$ cat config.mk
export PLATFORM = sky130hd
export DESIGN_NAME = scan_elevator_disk_scheduler
export DESIGN_NICKNAME = d
export VERILOG_FILES = /design/src/sv/sesd_pkg.sv /design/src/sv/scan_elevator_disk_scheduler.sv /design/src/sv/sesd_front.sv /design/src/sv/sesd_back.sv
export SDC_FILE = /design/constraint.sdc
export NUM_CORES = 1
export LEC_CHECK = 0
export ABC_CLOCK_PERIOD_IN_PS = 5950
export BUFFER_PORTS_ARGS = -buffer_cell sky130_fd_sc_hd__buf_2
export CAP_MARGIN = 20
export CORE_MARGIN = 2
export CORE_UTILIZATION = 60
export DETAILED_ROUTE_END_ITERATION = 12
export GPL_ROUTABILITY_DRIVEN = 0
export PLACE_DENSITY = 0.85
export SETUP_SLACK_MARGIN = 0.1
export SLEW_MARGIN = 10
export SYNTH_ARGS = -nofsm -noshare
export SYNTH_HDL_FRONTEND = slang
export SYNTH_HIERARCHICAL = 1
export SYNTH_SLANG_ARGS = --single-unit
$ cat constraint.sdc
create_clock -name clk -period 5.95 [get_ports clk]
set_input_delay 0.595 -clock clk [delete_from_list [all_inputs] [get_ports clk]]
set_output_delay 0.595 -clock clk [all_outputs]
set_load 0.01 [all_outputs]
$ cat src/sv/sesd_pkg.sv
package sesd_pkg;

    localparam int NUM_SLOTS   = 8;
    localparam int TRACK_BITS  = 16;
    localparam int SECTOR_BITS = 16;
    localparam int CFG_BITS    = 16;
    localparam int SLOT_FIELD  = 3;
    localparam int SLOT_W      = (NUM_SLOTS > 1) ? $clog2(NUM_SLOTS) : 1;

    localparam int QUEUE_DEPTH = 2;
    localparam int QPTR_W      = (QUEUE_DEPTH > 1) ? $clog2(QUEUE_DEPTH) : 1;
    localparam int QCNT_W      = $clog2(QUEUE_DEPTH + 1);

    localparam logic [CFG_BITS-1:0] MAX_TRACK_RESET = '1;

    localparam logic ACT_POST  = 1'b0;
    localparam logic ACT_SERVE = 1'b1;

    // One classified command waiting between the front and the back.
    typedef struct packed {
        logic                   is_serve;
        logic                   slot_ok;
        logic [SLOT_W-1:0]      slot_idx;
        logic [TRACK_BITS-1:0]  track;
        logic [SECTOR_BITS-1:0] sector;
        logic                   is_write;
    } cmd_t;

endpackage

$ cat src/sv/scan_elevator_disk_scheduler.sv
// Post beat: queued, popped into the work register, then written to the result
// register once the output can load; the back end stays busy until then.
// Serve beat: popped likewise, scanned one slot per cycle, then written out.
// A two-beat queue lets the front take new beats while the back end scans.
// Reset (asynchronous, active low): all slots free, head on track 0, sweeping
// up, max_track at its top value, queue and output empty. No clearing pass.
module scan_elevator_disk_scheduler
(
    input  logic                               clk,
    input  logic                               rst_n,
    // Configuration: max_track, taken whenever cfg_we is high
    input  logic                               cfg_we,
    input  logic [sesd_pkg::CFG_BITS-1:0]      cfg_wdata,
    // Request channel
    input  logic                               in_valid,
    output logic                               in_stall,
    input  logic                               action,
    input  logic [sesd_pkg::SLOT_FIELD-1:0]    slot,
    input  logic [sesd_pkg::TRACK_BITS-1:0]    track,
    input  logic [sesd_pkg::SECTOR_BITS-1:0]   sector,
    input  logic                               is_write,
    // Result channel
    output logic                               out_valid,
    input  logic                               out_stall,
    output logic                               served_valid,
    output logic [sesd_pkg::SLOT_FIELD-1:0]    served_slot,
    output logic [sesd_pkg::TRACK_BITS-1:0]    served_track,
    output logic [sesd_pkg::SECTOR_BITS-1:0]   served_sector,
    output logic                               served_write,
    output logic                               seek_needed,
    output logic                               sweep_down,
    output logic                               post_error
);

    logic [sesd_pkg::CFG_BITS-1:0] max_track_reg;
    logic                          cmd_valid;
    sesd_pkg::cmd_t                cmd;
    logic                          cmd_pop;

    // Hold the highest legal track; the head does not follow requests beyond it.
    always_ff @(posedge clk or negedge rst_n)
    begin
        if (!rst_n)
            max_track_reg <= sesd_pkg::MAX_TRACK_RESET;
        else if (cfg_we)
            max_track_reg <= cfg_wdata;
    end

    // Front end: classify each beat and park it in the queue.
    sesd_front u_front
    (
        .clk       (clk),
        .rst_n     (rst_n),
        .in_valid  (in_valid),
        .in_stall  (in_stall),
        .action    (action),
        .slot      (slot),
        .track     (track),
        .sector    (sector),
        .is_write  (is_write),
        .cmd_valid (cmd_valid),
        .cmd       (cmd),
        .cmd_pop   (cmd_pop)
    );

    // Back end: store posts, scan the slots for serves, drive the result beat.
    sesd_back u_back
    (
        .clk           (clk),
        .rst_n         (rst_n),
        .cmd_valid     (cmd_valid),
        .cmd           (cmd),
        .cmd_pop       (cmd_pop),
        .max_track     (max_track_reg),
        .out_valid     (out_valid),
        .out_stall     (out_stall),
        .served_valid  (served_valid),
        .served_slot   (served_slot),
        .served_track  (served_track),
        .served_sector (served_sector),
        .served_write  (served_write),
        .seek_needed   (seek_needed),
        .sweep_down    (sweep_down),
        .post_error    (post_error)
    );

endmodule

$ cat src/sv/sesd_front.sv
module sesd_front
(
    input  logic                               clk,
    input  logic                               rst_n,
    input  logic                               in_valid,
    output logic                               in_stall,
    input  logic                               action,
    input  logic [sesd_pkg::SLOT_FIELD-1:0]    slot,
    input  logic [sesd_pkg::TRACK_BITS-1:0]    track,
    input  logic [sesd_pkg::SECTOR_BITS-1:0]   sector,
    input  logic                               is_write,
    output logic                               cmd_valid,
    output sesd_pkg::cmd_t                     cmd,
    input  logic                               cmd_pop
);

    sesd_pkg::cmd_t                   queue_reg [sesd_pkg::QUEUE_DEPTH];
    logic [sesd_pkg::QPTR_W-1:0]      wr_ptr_reg;
    logic [sesd_pkg::QPTR_W-1:0]      wr_ptr_next;
    logic [sesd_pkg::QPTR_W-1:0]      rd_ptr_reg;
    logic [sesd_pkg::QPTR_W-1:0]      rd_ptr_next;
    logic [sesd_pkg::QCNT_W-1:0]      count_reg;
    logic [sesd_pkg::QCNT_W-1:0]      count_next;
    sesd_pkg::cmd_t                   cmd_in;
    logic                             push;
    logic                             pop;

    // Classify the beat: out-of-range slots are flagged here.
    always_comb
    begin
        cmd_in.is_serve = (action == sesd_pkg::ACT_SERVE);
        cmd_in.slot_ok  = (32'(slot) < sesd_pkg::NUM_SLOTS);
        cmd_in.slot_idx = sesd_pkg::SLOT_W'(slot);
        cmd_in.track    = track;
        cmd_in.sector   = sector;
        cmd_in.is_write = is_write;
    end

    assign in_stall  = (count_reg == sesd_pkg::QCNT_W'(sesd_pkg::QUEUE_DEPTH));
    assign push      = in_valid && !in_stall;
    assign cmd_valid = (count_reg != '0);
    assign pop       = cmd_pop && cmd_valid;
    assign cmd       = queue_reg[rd_ptr_reg];

    always_comb
    begin
        wr_ptr_next = wr_ptr_reg;
        rd_ptr_next = rd_ptr_reg;
        count_next  = count_reg;
        if (push)
        begin
            if (wr_ptr_reg == sesd_pkg::QPTR_W'(sesd_pkg::QUEUE_DEPTH - 1))
                wr_ptr_next = '0;
            else
                wr_ptr_next = wr_ptr_reg + 1'b1;
        end
        if (pop)
        begin
            if (rd_ptr_reg == sesd_pkg::QPTR_W'(sesd_pkg::QUEUE_DEPTH - 1))
                rd_ptr_next = '0;
            else
                rd_ptr_next = rd_ptr_reg + 1'b1;
        end
        if (push && !pop)
            count_next = count_reg + 1'b1;
        else if (pop && !push)
            count_next = count_reg - 1'b1;
    end

    always_ff @(posedge clk or negedge rst_n)
    begin
        if (!rst_n)
        begin
            wr_ptr_reg <= '0;
            rd_ptr_reg <= '0;
            count_reg  <= '0;
        end
        else
        begin
            wr_ptr_reg <= wr_ptr_next;
            rd_ptr_reg <= rd_ptr_next;
            count_reg  <= count_next;
        end
    end

    always_ff @(posedge clk)
    begin
        if (push)
            queue_reg[wr_ptr_reg] <= cmd_in;
    end

endmodule

$ cat src/sv/sesd_back.sv
module sesd_back
(
    input  logic                               clk,
    input  logic                               rst_n,
    input  logic                               cmd_valid,
    input  sesd_pkg::cmd_t                     cmd,
    output logic                               cmd_pop,
    input  logic [sesd_pkg::CFG_BITS-1:0]      max_track,
    output logic                               out_valid,
    input  logic                               out_stall,
    output logic                               served_valid,
    output logic [sesd_pkg::SLOT_FIELD-1:0]    served_slot,
    output logic [sesd_pkg::TRACK_BITS-1:0]    served_track,
    output logic [sesd_pkg::SECTOR_BITS-1:0]   served_sector,
    output logic                               served_write,
    output logic                               seek_needed,
    output logic                               sweep_down,
    output logic                               post_error
);

    localparam logic [1:0] ST_IDLE = 2'd0;
    localparam logic [1:0] ST_POST = 2'd1;
    localparam logic [1:0] ST_SCAN = 2'd2;
    localparam logic [1:0] ST_DONE = 2'd3;

    logic [1:0]                          state_reg;
    logic [1:0]                          state_next;
    sesd_pkg::cmd_t                      work_reg;
    logic [sesd_pkg::NUM_SLOTS-1:0]      pending_reg;
    logic [sesd_pkg::TRACK_BITS-1:0]     slot_track_reg [sesd_pkg::NUM_SLOTS];
    logic [sesd_pkg::SECTOR_BITS-1:0]    slot_sector_reg [sesd_pkg::NUM_SLOTS];
    logic                                slot_write_reg [sesd_pkg::NUM_SLOTS];
    logic [sesd_pkg::TRACK_BITS-1:0]     head_reg;
    logic                                dir_down_reg;
    logic [sesd_pkg::SLOT_W-1:0]         scan_idx_reg;
    logic                                found_reg;
    logic [sesd_pkg::SLOT_W-1:0]         best_idx_reg;
    logic [sesd_pkg::TRACK_BITS-1:0]     best_track_reg;
    logic [sesd_pkg::SECTOR_BITS-1:0]    best_sector_reg;
    logic                                best_write_reg;
    logic                                out_valid_reg;
    logic                                res_valid_reg;
    logic [sesd_pkg::SLOT_FIELD-1:0]     res_slot_reg;
    logic [sesd_pkg::TRACK_BITS-1:0]     res_track_reg;
    logic [sesd_pkg::SECTOR_BITS-1:0]    res_sector_reg;
    logic                                res_write_reg;
    logic                                res_seek_reg;
    logic                                res_down_reg;
    logic                                res_error_reg;

    logic                                load_ok;
    logic                                post_err;
    logic                                post_commit;
    logic                                serve_commit;
    logic [sesd_pkg::TRACK_BITS-1:0]     scan_track;
    logic                                scan_qual;
    logic                                scan_better;
    logic                                scan_take;
    logic                                scan_last;

    assign load_ok  = !out_valid_reg || !out_stall;
    assign cmd_pop  = (state_reg == ST_IDLE) && cmd_valid;
    assign post_err = !work_reg.slot_ok || pending_reg[work_reg.slot_idx];
    assign post_commit  = (state_reg == ST_POST) && load_ok;
    assign serve_commit = (state_reg == ST_DONE) && load_ok;

    // One slot examined per cycle; strict compare keeps the lowest slot on ties.
    assign scan_track  = slot_track_reg[scan_idx_reg];
    assign scan_qual   = pending_reg[scan_idx_reg] &&
                         (dir_down_reg ? (scan_track <= head_reg) : (scan_track >= head_reg));
    assign scan_better = !found_reg ||
                         (dir_down_reg ? (scan_track > best_track_reg)
                                       : (scan_track < best_track_reg));
    assign scan_take   = (state_reg == ST_SCAN) && scan_qual && scan_better;
    assign scan_last   = (scan_idx_reg == sesd_pkg::SLOT_W'(sesd_pkg::NUM_SLOTS - 1));

    always_comb
    begin
        state_next = state_reg;
        unique case (state_reg)
            ST_IDLE:
            begin
                if (cmd_valid)
                    state_next = cmd.is_serve ? ST_SCAN : ST_POST;
            end
            ST_POST:
            begin
                if (load_ok)
                    state_next = ST_IDLE;
            end
            ST_SCAN:
            begin
                if (scan_last)
                    state_next = ST_DONE;
            end
            ST_DONE:
            begin
                if (load_ok)
                    state_next = ST_IDLE;
            end
            default:
            begin
                state_next = ST_IDLE;
            end
        endcase
    end

    always_ff @(posedge clk or negedge rst_n)
    begin
        if (!rst_n)
        begin
            state_reg     <= ST_IDLE;
            pending_reg   <= '0;
            head_reg      <= '0;
            dir_down_reg  <= 1'b0;
            found_reg     <= 1'b0;
            scan_idx_reg  <= '0;
            out_valid_reg <= 1'b0;
        end
        else
        begin
            state_reg <= state_next;
            if (cmd_pop)
            begin
                found_reg    <= 1'b0;
                scan_idx_reg <= '0;
            end
            else if (state_reg == ST_SCAN)
            begin
                if (!scan_last)
                    scan_idx_reg <= scan_idx_reg + 1'b1;
                if (scan_take)
                    found_reg <= 1'b1;
            end
            if (post_commit && !post_err)
                pending_reg[work_reg.slot_idx] <= 1'b1;
            if (serve_commit)
            begin
                if (found_reg)
                begin
                    pending_reg[best_idx_reg] <= 1'b0;
                    if (32'(best_track_reg) <= 32'(max_track))
                        head_reg <= best_track_reg;
                end
                else
                begin
                    dir_down_reg <= !dir_down_reg;
                end
            end
            if (post_commit || serve_commit)
                out_valid_reg <= 1'b1;
            else if (!out_stall)
                out_valid_reg <= 1'b0;
        end
    end

    // Payload: work item, scan winner, slot store and result beat.
    always_ff @(posedge clk)
    begin
        if (cmd_pop)
            work_reg <= cmd;
        if (scan_take)
        begin
            best_idx_reg    <= scan_idx_reg;
            best_track_reg  <= scan_track;
            best_sector_reg <= slot_sector_reg[scan_idx_reg];
            best_write_reg  <= slot_write_reg[scan_idx_reg];
        end
        if (post_commit && !post_err)
        begin
            slot_track_reg[work_reg.slot_idx]  <= work_reg.track;
            slot_sector_reg[work_reg.slot_idx] <= work_reg.sector;
            slot_write_reg[work_reg.slot_idx]  <= work_reg.is_write;
        end
        if (post_commit)
        begin
            res_valid_reg  <= 1'b0;
            res_slot_reg   <= '0;
            res_track_reg  <= '0;
            res_sector_reg <= '0;
            res_write_reg  <= 1'b0;
            res_seek_reg   <= 1'b0;
            res_down_reg   <= dir_down_reg;
            res_error_reg  <= post_err;
        end
        else if (serve_commit)
        begin
            res_error_reg <= 1'b0;
            if (found_reg)
            begin
                res_valid_reg  <= 1'b1;
                res_slot_reg   <= sesd_pkg::SLOT_FIELD'(best_idx_reg);
                res_track_reg  <= best_track_reg;
                res_sector_reg <= best_sector_reg;
                res_write_reg  <= best_write_reg;
                res_seek_reg   <= (best_track_reg != head_reg);
                res_down_reg   <= dir_down_reg;
            end
            else
            begin
                res_valid_reg  <= 1'b0;
                res_slot_reg   <= '0;
                res_track_reg  <= '0;
                res_sector_reg <= '0;
                res_write_reg  <= 1'b0;
                res_seek_reg   <= 1'b0;
                res_down_reg   <= !dir_down_reg;
            end
        end
    end

    assign out_valid     = out_valid_reg;
    assign served_valid  = res_valid_reg;
    assign served_slot   = res_slot_reg;
    assign served_track  = res_track_reg;
    assign served_sector = res_sector_reg;
    assign served_write  = res_write_reg;
    assign seek_needed   = res_seek_reg;
    assign sweep_down    = res_down_reg;
    assign post_error    = res_error_reg;

endmodule
==> results.toml <==
[status]
status = "completed"

[global_route]
grt_pass1_wl_mm = 60.9
grt_pass1_vias = 10700
grt_max_degree = 53
antenna_found_initial = 1
grt_use_total_pct = 23.8
grt_overflow = 0

[synthesis]
syn_nets = 1211
yosys.area.top_type = "edfxtp_1"
synth.area.top_cells = "edfxtp_1 62%, mux4_2 7.8%, dfrtp_1 4.5%"
synthSimpleGateAreaFrac_pct = 4.33
synth_fa_ha_area_share_pct = 3.20
synthMostInstantiatedCell = "edfxtp_1"
avgSynthCellArea_um2 = 18.1
synth_cells = 1102
synth-compound-area-share_pct = 2.24
async_flop_share_pct = 10.3
ys_seq_elements = 503
synthDominantCellAreaShare_pct = 62.2
yosysWarnings = 6
synth_common_cells = "413 x edfxtp_1, 91 x nand2_1, 69 x mux4_2, 58 x mux2_2, 56 x inv_1"
synth_top_family_by_area = "multiplexers"
ys.flop_type = "edfxtp_1"
mappedNetlistArea_mm2 = 0.0199
synth_cell_types = 57
synth-edff-count = 413
yosysSeqAreaShare_pct = 72.7
synthXorXnorAreaFrac_pct = 1.01
synthMuxAreaShare_pct = 14.3

[cts]
cts_tree = "yes"
insertion_delay_ps = 570
cts-htree-levels = 2
cts_hold_buf = 0
clk_pin_slew_ps = 60
ctsResizeCount = 0
cts_sinks = 503
cts-buffers-inserted = 49
cts_root_buf = "clkbuf_16"
clockBufferDepth = 3
cts_setup_buffers = 0

[worst_setup_path]
cp_slowest_cell = "dfrtp_4"
crit_end = "u_back/best_sector_reg[1]"
crit_required_ps = 6160
r2r_setup_slack_ps = 1160
startpoint = "u_back/scan_idx_reg[0]"
max_stage_delay_ps = 870
startpoint_type = "flip-flop"
cp-end-kind = "flip-flop"
critPathMaxFanout = 33
critPathKind = "reg2reg"
reg2regPathDepth = 10
cp.depth = 10
crit_chain = "buf_4 -> mux4_2 -> mux2_2 -> ha_1 -> o211ai_1 -> a2111oi_0 -> a2111oi_0 -> mux2i_1 -> o211a_1 -> buf_4"
path_buf_inv = 2
critical_path.top_delay_family = "multiplexers"
worstReg2RegStart = "u_back/scan_idx_reg[0]"
r2r_end = "u_back/best_sector_reg[1]"
cp.arrival_ps = 5000

[floorplanning]
start_util_pct = 61.1
die_y_um = 186
die_w_um = 186
rows = 66
die_area_mm2 = 0.0347
ios = 100
coreArea_mm2 = 0.0326

[route]
viasPerCell = 6.01
routedWlPerCell_um = 23.1
routed_wl_mm = 39.6
vias = 10300
drt_iter0_drc = 1025
drcViolationCount = 0
firstDrtPassIters = 5
detail-route-antenna-nets = 0

[timing]
finalSetupTns_ps = 0
skew_ps = 9.54
final-max-slew-violation-count = 0
fin_crit_sh_pct = 80.5
fin_ws_ps = 1160
hold_viol = 0
fmax_mhz = 209
setup_viol = 0
tightest_slew_ps = 981
rsz0062_at_grt = "no"
finalCriticalPeriod_ps = 4790
max_slew_margin_pct = 34.6

[place]
io_buffer_count = 99
pre_cts_ws_ps = 1170
dp_hpwl_mm = 23.2

[layout]
seq_area_mm2 = 0.0145
drive_gt1_share_pct = 30.2
area_growth_pct = 13.0
multi_input_area_mm2 = 0.00505
fillers = 1946
finalNetCount = 1342

[flow_run]
maxCapViolations = 0

[pwr]
power-per-cell-area_mw_per_mm2 = 482
max-vdd-ir-drop_mv = 0.425
p_leak_uw = 0.00828

[worst_hold_path]
hold_class = "in2async"
-- cells by family after synthesis --
group	after synthesis
XOR/XNOR	23
AO/OA/AOI/OAI	60
AND/OR/NAND/NOR	189
flip-flops	503
adder cells (fa/ha/maj)	51
buffers and inverters	98
multiplexers	177
other	1
-- how the worst min path moves through the flow --
stage	from	endpoint	slack, ps	depth (start not counted)
2_1_floorplan	rst_n	u_back/dir_down_reg	300	0
3_3_place_gp	u_back/served_sector[7]	u_back/served_sector[7]	420	2
3_5_place_dp	u_back/served_sector[6]	u_back/served_sector[6]	420	2
4_1_cts	rst_n	u_back/pending_reg[6]	190	2
5_1_grt	track[10]	u_front/queue_reg[0][27]	200	1
6_report	rst_n	u_back/head_reg[14]	180	2
-- worst reg2reg max path, delay by kind of cell (launching register included) --
family	cells	cell delay, ps
flip-flops	1	870
buffers and inverters	2	970
adder cells (fa/ha/maj)	1	310
AO/OA/AOI/OAI	4	1120
multiplexers	3	1140
-- placed cells by master, fill, tap and decap left out, types with 5 or more instances in the layout --
cell and n:
nand4_1 9, clkinv_1 9, a22o_1 5, a21oi_1 18, nand2_1 91, mux2_2 58, dfrtp_1 33, dfstp_2 16
o21ai_0 6, nand3_1 42, clkbuf_1 11, mux2i_1 20, mux4_2 69, ha_1 51, clkinv_2 11, nor2_2 6
inv_1 56, nor4_1 6, xor2_1 20, buf_2 99, edfxtp_1 413, buf_4 21, dfxtp_1 38, nor2_1 14
mux2_4 30, clkbuf_16 50
-- metrics by stage --
| step | utilization [%] | area [µm²] | std cells | total power, µW | hold WS, ps |
|---|---|---|---|---|---|
| CTS | 69.0 | 22500 | 1713 | 10900 | 186 |
| finish | 69.0 | 22500 | 1715 | 10900 | 180 |
| global placement | 64.3 | 21000 | 1622 | 7760 | 421 |
| detailed placement | 64.3 | 21000 | 1623 | 7950 | 424 |
| global route | 69.0 | 22500 | 1714 | 11300 | 201 |
| floorplan | - | 19900 | 1102 | 7070 | 299 |
-- layout make-up --
cell class              instances  share of cell area, %
diodes                          1                 0.0111
clock buffers                  64                   5.85
clock inverters                26                  0.845
inverters                      56                  0.934
multi-input cells             501                   22.4
flip-flops and latches        503                   64.4
well taps                     442                   2.46
repair buffers                122                   3.11
-- per-layer routing --
metal | up-vias | GRT usage (%) | part of all wire [%]
met5 | - | 0 | 0.033
met4 | 2 | 9.13 | 2.9
met3 | 86 | 4.36 | 7.2
met2 | 468 | 38.2 | 49
met1 | 5245 | 32.9 | 41
li1 | 4512 | - | -
-- power by group --
group,switching (µW),internal [µW],leakage [µW]
clock network,1260,1650,0.000745
registers,620,4740,0.00464
logic,1380,1200,0.00289
(Power assumes the default switching activity.)
